File: config.mk
export PLATFORM = sky130hd
export DESIGN_NAME = ssi_encoder_reader_top
export DESIGN_NICKNAME = d
export VERILOG_FILES = /design/src/rtl/sser_pkg.sv /design/src/rtl/sser_frame_decode.sv /design/src/rtl/ssi_encoder_reader_top.sv
export SDC_FILE = /design/constraint.sdc
export NUM_CORES = 1
export LEC_CHECK = 0
export BUFFER_PORTS_ARGS = -buffer_cell sky130_fd_sc_hd__buf_4
export CORE_UTILIZATION = 45
export CTS_CLUSTER_SIZE = 40
export DETAILED_ROUTE_END_ITERATION = 8
export MAX_ROUTING_LAYER = met4
export PLACE_DENSITY = 0.76
export SLEW_MARGIN = 15
export SYNTH_ARGS = -nofsm -noshare
export SYNTH_HDL_FRONTEND = slang
export SYNTH_HIERARCHICAL = 1
export SYNTH_SLANG_ARGS = --single-unit
export TNS_END_PERCENT = 100
File: constraint.sdc
create_clock -name clock -period 9.1 [get_ports clock]
set_clock_uncertainty 0.05 [all_clocks]
set_input_delay 0.455 -clock clock [delete_from_list [all_inputs] [get_ports clock]]
set_output_delay 0.455 -clock clock [all_outputs]
set_load 0.05 [all_outputs]
File: src/rtl/sser_pkg.sv
// Shared types and constants for the SSI encoder reader.
`timescale 1ns / 1ps
`default_nettype none

package sser_pkg;

   // Field widths
   localparam int PosBitsW  = 5;
   localparam int PositionW = 31;
   localparam int ShiftW    = 32;
   localparam int TickW     = 8;
   localparam int FrameLenW = 6;

   // Release hold length after the last frame bit
   localparam int DefaultReleaseTicks = 32;

   // Register reset values
   localparam logic [PosBitsW-1:0] PosBitsReset   = 5'd16;
   localparam logic                AlarmPresReset = 1'b0;
   localparam logic                GrayReset      = 1'b0;

   // Register indexes, taken from paddr[3:2]
   localparam logic [1:0] RegPosBits   = 2'd0;
   localparam logic [1:0] RegAlarmPres = 2'd1;
   localparam logic [1:0] RegGray      = 2'd2;

   // Frame format settings
   typedef struct packed {
      logic [PosBitsW-1:0] position_bits;
      logic                alarm_present;
      logic                gray_coded;
   } cfg_type;

   // Decoded frame contents
   typedef struct packed {
      logic [PositionW-1:0] position;
      logic                 alarm;
   } frame_type;

endpackage

`default_nettype wire

File: src/rtl/sser_frame_decode.sv
// Frame decoder: strips the alarm bit, masks the position and, in Gray mode, Gray-decodes it.
`timescale 1ns / 1ps
`default_nettype none

module sser_frame_decode (
   input  wire logic [sser_pkg::ShiftW-1:0] shift_word,
   input  wire sser_pkg::cfg_type           cfg,
   output sser_pkg::frame_type              frame
);
   import sser_pkg::*;

   logic [ShiftW-1:0] pos_mask;
   logic [ShiftW-1:0] word;

   // Keep only the bits below position_bits
   always_comb begin
      for (int i = 0; i < ShiftW; i++) begin
         pos_mask[i] = (5'(i) < cfg.position_bits) && (i < ShiftW);
      end
   end

   // Prefix XOR in five doubling steps when the code is Gray
   always_comb begin
      word = shift_word & pos_mask;
      if (cfg.gray_coded) begin
         word = word ^ (word >> 1);
         word = word ^ (word >> 2);
         word = word ^ (word >> 4);
         word = word ^ (word >> 8);
         word = word ^ (word >> 16);
      end
      frame.position = word[PositionW-1:0];
      // Alarm bit sits just above the position and is active low
      frame.alarm    = ~shift_word[cfg.position_bits];
   end

endmodule

`default_nettype wire

File: src/rtl/ssi_encoder_reader_top.sv
// SSI absolute-encoder master: tick sequencer, frame capture and register port.
// Path: an accepted tick beat passes the input register, then the result register.
// Throughput: one tick beat per cycle while the result channel is ready;
// the phase sequencer updates once per tick.
// Reset: synchronous, active high; sequencer idle with the clock line high,
// held position and alarm cleared, registers back to 16 bits, no alarm, binary.
`timescale 1ns / 1ps
`default_nettype none

module ssi_encoder_reader_top #(
   parameter int RELEASE_TICKS = sser_pkg::DefaultReleaseTicks
) (
   input  wire logic        clock,
   input  wire logic        reset,
   // tick channel
   input  wire logic        req_tvalid,
   output logic             req_tready,
   input  wire logic [7:0]  req_tdata,   // [0] start_req, [1] data_in
   // result channel
   output logic             rsp_tvalid,
   input  wire logic        rsp_tready,
   output logic [39:0]      rsp_tdata,   // [0] clock_out, [1] busy_res, [2] frame_done,
                                         // [33:3] position, [34] alarm
   // register port
   input  wire logic        csr_psel,
   input  wire logic        csr_penable,
   input  wire logic        csr_pwrite,
   input  wire logic [3:0]  csr_paddr,
   input  wire logic [31:0] csr_pwdata,
   output logic [31:0]      csr_prdata,
   output logic             csr_pready
);
   import sser_pkg::*;

   localparam logic [TickW-1:0] RelTicks = TickW'(RELEASE_TICKS);

   typedef enum logic [1:0] {
      PH_LOW,
      PH_LATCH,
      PH_RECV,
      PH_RELEASE
   } phase_type;

   // Registers
   cfg_type              cfg_ff;
   logic                 in_valid_ff;
   logic                 in_start_ff;
   logic                 in_data_ff;
   logic                 rsp_valid_ff;
   logic [39:0]          rsp_data_ff;
   logic [39:0]          rsp_data_in;
   phase_type            phase_ff, phase_in;
   logic [TickW-1:0]     tick_ff, tick_in;
   logic                 clk_ff, clk_in;
   logic [ShiftW-1:0]    shift_ff, shift_in;
   logic                 active_ff, active_in;
   logic [PositionW-1:0] pos_ff, pos_in;
   logic                 alarm_ff, alarm_in;

   logic                 done;
   logic                 advance;
   logic                 cfg_write;
   logic [FrameLenW-1:0] frame_len;
   logic [ShiftW-1:0]    recv_word;
   frame_type            frame;

   // Register port
   assign csr_pready = 1'b1;
   assign cfg_write  = csr_psel && csr_penable && csr_pwrite && csr_pready;

   always_ff @(posedge clock) begin
      if (reset) begin
         cfg_ff.position_bits <= PosBitsReset;
         cfg_ff.alarm_present <= AlarmPresReset;
         cfg_ff.gray_coded    <= GrayReset;
      end else if (cfg_write) begin
         unique case (csr_paddr[3:2])
            RegPosBits:   cfg_ff.position_bits <= csr_pwdata[PosBitsW-1:0];
            RegAlarmPres: cfg_ff.alarm_present <= csr_pwdata[0];
            RegGray:      cfg_ff.gray_coded    <= csr_pwdata[0];
            default: ;
         endcase
      end
   end

   always_comb begin
      unique case (csr_paddr[3:2])
         RegPosBits:   csr_prdata = {27'd0, cfg_ff.position_bits};
         RegAlarmPres: csr_prdata = {31'd0, cfg_ff.alarm_present};
         RegGray:      csr_prdata = {31'd0, cfg_ff.gray_coded};
         default:      csr_prdata = 32'd0;
      endcase
   end

   // Handshake: input register feeds the result register
   assign advance    = in_valid_ff && (!rsp_valid_ff || rsp_tready);
   assign req_tready = !in_valid_ff || advance;
   assign rsp_tvalid = rsp_valid_ff;
   assign rsp_tdata  = rsp_data_ff;

   // Frame length with alarm bit, never below one
   always_comb begin
      frame_len = {1'b0, cfg_ff.position_bits} + {5'd0, cfg_ff.alarm_present};
      if (frame_len == '0) begin
         frame_len = 6'd1;
      end
   end

   // Shift word after this tick's receive step: take a bit only while the clock is low
   assign recv_word = clk_ff ? shift_ff : {shift_ff[ShiftW-2:0], in_data_ff};

   sser_frame_decode u_decode (
      .shift_word (recv_word),
      .cfg        (cfg_ff),
      .frame      (frame)
   );

   // Phase sequencer for one tick
   always_comb begin
      phase_in  = phase_ff;
      tick_in   = tick_ff;
      clk_in    = clk_ff;
      shift_in  = shift_ff;
      active_in = active_ff | in_start_ff;
      pos_in    = pos_ff;
      alarm_in  = alarm_ff;
      done      = 1'b0;
      if (active_in) begin
         unique case (phase_ff)
            PH_LOW: begin
               clk_in   = 1'b0;
               tick_in  = '0;
               shift_in = '0;
               phase_in = PH_LATCH;
            end
            PH_LATCH: begin
               clk_in   = 1'b1;
               phase_in = PH_RECV;
            end
            PH_RECV: begin
               // shift on the low-to-high transition
               if (!clk_ff) begin
                  shift_in = recv_word;
                  tick_in  = tick_ff + 1'b1;
               end
               clk_in = ~clk_ff;
               if (tick_in >= {2'b00, frame_len}) begin
                  tick_in  = '0;
                  done     = 1'b1;
                  phase_in = PH_RELEASE;
                  pos_in   = frame.position;
                  if (cfg_ff.alarm_present) begin
                     alarm_in = frame.alarm;
                  end
               end
            end
            PH_RELEASE: begin
               if (tick_ff >= RelTicks) begin
                  active_in = 1'b0;
                  phase_in  = PH_LOW;
               end
               tick_in = tick_ff + 1'b1;
            end
            default: phase_in = PH_LOW;
         endcase
      end
      rsp_data_in = {5'd0, alarm_in, pos_in, done, active_in, clk_in};
   end

   // Control and sequencer state
   always_ff @(posedge clock) begin
      if (reset) begin
         in_valid_ff  <= 1'b0;
         rsp_valid_ff <= 1'b0;
         phase_ff     <= PH_LOW;
         tick_ff      <= '0;
         clk_ff       <= 1'b1;
         shift_ff     <= '0;
         active_ff    <= 1'b0;
         pos_ff       <= '0;
         alarm_ff     <= 1'b0;
      end else begin
         if (req_tready) begin
            in_valid_ff <= req_tvalid;
         end
         if (advance) begin
            rsp_valid_ff <= 1'b1;
            phase_ff     <= phase_in;
            tick_ff      <= tick_in;
            clk_ff       <= clk_in;
            shift_ff     <= shift_in;
            active_ff    <= active_in;
            pos_ff       <= pos_in;
            alarm_ff     <= alarm_in;
         end else if (rsp_tready) begin
            rsp_valid_ff <= 1'b0;
         end
      end
   end

   // Beat payloads
   always_ff @(posedge clock) begin
      if (req_tvalid && req_tready) begin
         in_start_ff <= req_tdata[0];
         in_data_ff  <= req_tdata[1];
      end
      if (advance) begin
         rsp_data_ff <= rsp_data_in;
      end
   end

   // A finished frame is always reported while the read is still busy
   a_done_busy: assert property (@(posedge clock) disable iff (reset)
      rsp_valid_ff && rsp_data_ff[2] |-> rsp_data_ff[1])
      else $error("frame_done without busy");

   // Idle sequencer sits in the clock-low phase
   a_idle_phase: assert property (@(posedge clock) disable iff (reset)
      !active_ff |-> phase_ff == PH_LOW)
      else $error("idle sequencer outside clock-low phase");

   // A tick without a request leaves the held frame untouched
   a_idle_hold: assert property (@(posedge clock) disable iff (reset)
      advance && !active_ff && !in_start_ff |=> $stable(pos_ff) && $stable(alarm_ff))
      else $error("held frame changed on an idle tick");

   // Release phase ends before the tick counter passes the hold length
   a_release_bound: assert property (@(posedge clock) disable iff (reset)
      phase_ff == PH_RELEASE |-> tick_ff <= RelTicks)
      else $error("release count overran");

endmodule

`default_nettype wire

==> results of run 1 <==
[synth_stat cells, types with 12 or more instances]
master | number | share of area (%)
dfxtp_1 | 85 | 20
nand2_1 | 85 | 3.7
a21oi_1 | 78 | 4.5
o211ai_1 | 75 | 6.5
clkbuf_1 | 57 | 2.5
o21ai_0 | 40 | 2.3
mux2_2 | 38 | 4.9
edfxtp_1 | 37 | 13
nand4_1 | 37 | 2.7
nor2_1 | 36 | 1.6
buf_4 | 35 | 3.0
xnor2_1 | 34 | 3.4
mux2_4 | 29 | 5.0
xor2_1 | 25 | 2.5
nand3_1 | 22 | 1.3
ha_1 | 16 | 2.3
mux2i_1 | 16 | 1.8
buf_2 | 14 | 0.81
inv_1 | 13 | 0.56
nor3_1 | 12 | 0.69
[critical path: cells and delay by family (launching register included)]
family | cells | cell delay (ns)
xor gates and xnor gates | 4 | 1.86
AOI/OAI and AO/OA | 4 | 0.88
DFF | 1 | 0.76
buffers and inverters | 1 | 0.39
and+or+nand+nor | 2 | 0.33
muxes | 1 | 0.26
[placed cells by master, fill, tap and decap left out, types with 12 or more instances in the layout]
| cell type | count |
|---|---|
| edfxtp_1 | 37 |
| xnor2_1 | 34 |
| dfxtp_1 | 84 |
| mux2i_1 | 16 |
| buf_4 | 74 |
| a21oi_1 | 78 |
| nand3_1 | 22 |
| nor3_1 | 12 |
| o211ai_1 | 75 |
| nand2_1 | 84 |
| nor2_1 | 34 |
| ha_1 | 16 |
| conb_1 | 33 |
| xor2_1 | 25 |
| o21ai_0 | 40 |
| mux2_2 | 38 |
| clkbuf_16 | 17 |
| mux2_4 | 29 |
| nand4_1 | 37 |
| inv_1 | 13 |
[registers in the layout, summed over array words and instances (netlist names)]
name and count:
alarm_ff 1, cfg_ff 7, tick_ff 8, shift_ff 32, phase_ff 2, rsp_tvalid 1, in_valid_ff 1, clk_ff 1
in_data_ff 1, rsp_tdata 35, in_start_ff 1, pos_ff 31, active_ff 1
[area by class of cell]
class	instances	share of cell area (%)
Clock inverter	13	1.74
Inverter	14	0.541
Timing Repair Buffer	74	5.72
Tap cell	260	3.35
Multi-Input combinational cell	732	55.1
Clock buffer	19	4.56
Sequential cell	122	29.0
[path summary, 6_finish.rpt]
check	startpoint	endpoint	depth (start not counted)
setup / recovery	cfg_ff[2]$_SDFFE_PP0P_	rsp_tdata[3]$_DFFE_PP_	12
hold / removal	req_tdata[1]	in_data_ff$_DFFE_PP_	1
setup reg to reg	cfg_ff[2]$_SDFFE_PP0P_	rsp_tdata[3]$_DFFE_PP_	12
hold reg to reg	shift_ff[31]$_SDFFE_PP0P_	shift_ff[31]$_SDFFE_PP0P_	2
[cells by family (layout without fill, tap and decap cells)]
logic type                 Yosys count  in the layout
adders and majority gates           16             16
other                                2             33
buffers and inverters              133            120
DFF                                122            122
muxes                               93             93
AOI/OAI and AO/OA                  268            268
xor gates and xnor gates            64             64
and+or+nand+nor                    258            258
[power groups by stage]
stage | Combinational, W | Clock [W] | Sequential (W)
finish | 0.000115 | 0.000706 | 0.000571
global placement | 0.000113 | 0 | 0.000583
global route | 0.000122 | 0.000741 | 0.000572
CTS | 0.000114 | 0.000713 | 0.000571
floorplan | 0.0000845 | 0 | 0.000597
detailed placement | 0.000114 | 0 | 0.000583
[through the flow]
stage               std cells  power [W]
finish                   1234    0.00139
global route             1234    0.00143
CTS                      1234    0.00140
detailed placement       1202   0.000697
global placement         1202   0.000696
floorplan                 987   0.000681
[layer usage]
metal	track usage [%]	vias to the layer above	share of wire (%)
met5	-	-	0
met1	28.8	3552	46
met4	9.50	0	2.4
li1	-	3493	-
met3	4.21	45	5.5
met2	33.2	240	46
==> run_results.csv, run 1 <==
group,metric,value,unit
status,status,"complete, no violations",
route,drt_first_pass_iters,5,
logic_synthesis,synth-warning-count,6,
power,combPwrFrac,8.3,%
sta,min_period,4.80,ns
clocking,post_cts_resized,0,
sta,rsz0062_at_grt,"false",
power,seq_power_share,41.0,%
clocking,h-tree-depth,4,
route,routedWlPerCell,16.9,µm
finish,final_area,9720,µm²
flow_run,max_cap_viol_count,0,
clocking,clk_pin_slew,0.06,ns
sta,setup_violations,0,
die,start_util,46.2,%
critical_path,path_max_fanout,20,
sta,hold_viol_final,0,
critical_path,path_class,"reg2reg",
clocking,cts_tree,"done",
die,die_w,141,µm
die,coreArea,18800,µm²
sta,worst_slack,4.30,ns
finish,ff_latch_area,2810,µm²
logic_synthesis,synth_fa_ha_area_share,2.30,%
logic_synthesis,synthSimpleGateAreaFrac,15.4,%
global_routing,grt_max_degree,83,
logic_synthesis,async_flop_share,0,%
global_routing,grt_pass1_wl,34.2,mm
sta,hold_slack,0.152,ns
critical_path,critical_path.slowest_cell,"dfxtp_1",
logic_synthesis,synth_top_family_by_area,"compound AO/OA/AOI/OAI gates",
finish,area_growth_syn_to_layout,11.7,%
logic_synthesis,ys_ff_latch,122,
logic_synthesis,synth_xor_xnor_area_share,7.15,%
global_routing,track_usage,22.0,%
power,power.net_switching,0.000361,W
critical_path,crit_top_cell,"xnor3_1",
sta,drv_slew,0,
logic_synthesis,synth_cell_type_count,80,
critical_path,end_kind,"register",
route,ant_nets,0,
logic_synthesis,synth_edf_count,37,
clocking,postCtsSetupRepairBufs,0,
global_routing,antenna_found_initial,0,
power,power-per-cell-area,143,nW/µm²
clocking,cts_made_buffers,17,
logic_synthesis,syn_area_per_cell,9.10,µm²
logic_synthesis,synth_compound_area_share,20.4,%
route,num_vias,7330,
clocking,clk_path_buf_depth,2,
logic_synthesis,synth_area,8700,µm²
finish,drive_gt1_share,21.7,%
clocking,holdBufCountCts,0,
power,clkPwrFrac,50.7,%
placement,dp_hpwl,13.3,mm
sta,fmax,208,MHz
finish,nFillCells,1706,
sta,worst_pin_slew,0.914,ns
critical_path,cp.arrival,4.92,ns
die,rows,50,
route,drt-total-wl,20.9,mm
clocking,clock_sinks,122,
finish,n_antenna_cell,0,
sta,fin_setup_tns,0,ns
clocking,cts_root_buf,"clkbuf_16",
placement,place.gp.congestion,0.871,
placement,dp_worst_setup_slack,4.39,ns
route,drc_errors,0,
logic_synthesis,synthFlopType,"dfxtp_1",
critical_path,startpoint_type,"register",
critical_path,worstPathCellList,"buf_4, a21boi_0, o21ai_2, xnor3_1, nand3_4, xor2_4, xnor3_1, xor2_1, or4_1, o211ai_1, a211o_1, mux2_4",
critical_path,critPathRequiredTime,9.22,ns
die,die-area,19900,µm²
logic_synthesis,ys_seq_area_share,32.3,%
power,p_leak,3.46,nW
finish,multi_input_area,5360,µm²
die,num_io_pins,126,
power,intPower,0.00103,W
placement,io_buffer_count,57,
finish,layout.nets,1028,
critical_path,ff2ff_setup_slack,4.30,ns
critical_path,max_stage_delay,0.76,ns
die,die_h,141,µm
power,switching_share,25.9,%
placement,dpl_cell_area,9100,µm²
worst_hold_path,hold_class,"in2reg",
route,viasPerCell,5.94,
global_routing,grt_pass1_vias,6737,
route,drt_iter0_drc,798,
power,irDropWorstVdd,0.000123,V
sta,fin_crit_sh,52.8,%
logic_synthesis,synth_mux_area_share,14.3,%
global_routing,overflow,0,
finish,final_core_util,51.6,%
clocking,clkLatencyLatePin,0.42,ns
logic_synthesis,syn_inst,956,
sta,maxSlewHeadroom,39.1,%
Power figures use the tool's default switching activity.
==> run 2, diff against run 1 <==
- PLACE_DENSITY: 0.76 -> 0.79
- clock period: 9.1 -> 4.25 ns (I/O delays scaled with it)
==> run 2 against run 1 <==
Combinational power rose by 120%; die area did not move; register-to-register slack got worse by 4.2 ns; global-route usage rose by 0.12 points; sequential share of layout area fell by 0.55 points; via count rose by 1.9%; worst hold slack got worse by 0.087 ns; highest routed layer unchanged; cell area rose by 1.9%; utilization rose by 1.0 points; power rose by 120%.
==> run_results.csv, run 2 (synthesis results as in run 1) <==
group,metric,value,unit
status,status,"complete, no violations",
route,num_vias,7467,
sta,setup_violations,0,
route,drt_first_pass_iters,7,
placement,dp_worst_setup_slack,0.0962,ns
route,drt-total-wl,21.1,mm
worst_hold_path,min_from,"csr_pwdata[4]",
global_routing,overflow,0,
critical_path,r2r_cells,13,
worst_hold_path,hold_class,"in2reg",
sta,drv_slew,0,
worst_hold_path,min_to,"cfg_ff[6]$_SDFFE_PP1P_",
route,route.met2.wl,10.0,mm
power,power-per-cell-area,303,nW/µm²
die,die-area,19900,µm²
route,viasPerCell,5.95,
clocking,cts_root_buf,"clkbuf_16",
clocking,clk_path_buf_depth,2,
critical_path,critPathLaunch,"clk_ff$_SDFFE_PP1P_",
sta,worst_pin_slew,0.919,ns
sta,min_period,4.16,ns
sta,worst_slack,0.0920,ns
clocking,clock_sinks,122,
die,die_h,141,µm
finish,drive_gt1_share,22.7,%
power,report.power.total,0.00300,W
route,drt_iter0_drc,748,
global_routing,grt_pass1_vias,6650,
power,irDropWorstVdd,0.000295,V
finish,largest_reg_flops,35,
placement,place.gp.congestion,0.881,
placement,place_inst,1216,
route,wl_met3,1.20,mm
sta,fmax,241,MHz
finish,stdcell_count,1255,
route,ant_nets,0,
finish,n_antenna_cell,0,
sta,fin_setup_tns,0,ns
finish,final_cell_mix,"buf_4 (88), nand2_1 (84), dfxtp_1 (84)",
global_routing,track_usage,22.2,%
global_routing,grt_max_degree,83,
route,routedWlPerCell,16.8,µm
clocking,clk_pin_slew,0.06,ns
placement,dp_hpwl,13.6,mm
power,p_leak,3.58,nW
sta,fin_crit_sh,97.8,%
placement,io_buffer_count,57,
finish,final_common_cell,"buf_4",
global_routing,antenna_found_initial,0,
critical_path,end_kind,"register",
critical_path,startpoint_type,"register",
route,drc_errors,0,
critical_path,r2r_start,"clk_ff$_SDFFE_PP1P_",
sta,rsz0062_at_grt,"false",
critical_path,ff2ff_setup_slack,0.09,ns
die,die_w,141,µm
critical_path,path_class,"reg2reg",
critical_path,path_max_fanout,13,
sta,maxSlewHeadroom,38.6,%
critical_path,r2r-end,"pos_ff[0]$_SDFFE_PP0P_",
finish,final_area,9910,µm²
clocking,h-tree-depth,4,
clocking,cts_made_buffers,17,
clocking,cts_tree,"done",
finish,area_growth_syn_to_layout,13.8,%
die,start_util,46.2,%
sta,hold_viol_final,0,
die,rows,50,
route,routed.top_layer,"met4",
clocking,clkLatencyLatePin,0.42,ns
die,coreArea,18800,µm²
finish,layout.nets,1049,
flow_run,max_cap_viol_count,0,
placement,dpl_cell_area,9210,µm²
die,num_io_pins,126,
critical_path,critPathRequiredTime,4.55,ns
route,wl_met1,9.39,mm
critical_path,cp.arrival,4.46,ns
worst_hold_path,hold_depth,4,
global_routing,grt_pass1_wl,34.3,mm
==> run 2: timing repair <==
action | 4_1_cts | 5_1_grt
hold buffers | 7 | 0
setup endpoints to repair | 0 | 3
endpoints found under the hold margin | 7 | 0
buffers inserted | 0 | 0
gates resized for setup | 0 | 1
==> run 2: worst max path at each step <==
stage / end / slack [ns]
after floorplan: rsp_tdata[3]$_DFFE_PP_ / 0.04
after global placement: pos_ff[0]$_SDFFE_PP0P_ / 0.18
after detailed placement: pos_ff[0]$_SDFFE_PP0P_ / 0.1
after CTS: pos_ff[0]$_SDFFE_PP0P_ / 0.09
after global routing: rsp_tdata[3]$_DFFE_PP_ / 0.01
final: pos_ff[0]$_SDFFE_PP0P_ / 0.09
==> run 2: metrics by stage <==
stage / utilization [%] / hold WS (ns)
after floorplan: - / 0.261
after global placement: 48.9 / 0.343
after detailed placement: 48.9 / 0.343
after CTS: 52.5 / 0.0568
after global routing: 52.6 / 0.0950
final: 52.6 / 0.0655
==> run 2: area by class of cell <==
| cell class | instances | area, µm² |
|---|---|---|
| timing repair buffer | 95 | 731 |
| tap | 260 | 325 |
| fill | 1677 | 8920 |
| sequential | 122 | 2810 |
| inverter | 14 | 52.6 |
| clock buffer | 18 | 439 |
| multi-input combinational | 732 | 5370 |
| clock inverter | 14 | 176 |
==> run 2: power breakdown <==
part | total (W) | internal (W) | switching, W
Clock | 0.00152 | 0.000987 | 0.000533
Sequential | 0.00122 | 0.00121 | 0.0000112
Combinational | 0.000254 | 0.0000605 | 0.000193
==> run 2: critical path, cell delays in order, from the launching register on <==
cell and delay, ns:
dfxtp_2 0.50, mux2_2 0.43, a21boi_1 0.16, o21ai_2 0.27, xnor3_1 0.48, nand3_4 0.18, xor2_4 0.16, xnor3_2 0.54
xor2_2 0.24, or4_1 0.56, o211ai_1 0.10, a211o_1 0.16, o211ai_1 0.08, a21oi_1 0.15
==> run 2: routing by layer <==
layer  GRT usage, %  up-vias
li1               -     3525
met1           28.6     3607
met2           34.7      291
met3           4.11       44
met4           7.72        0
met5              -        -
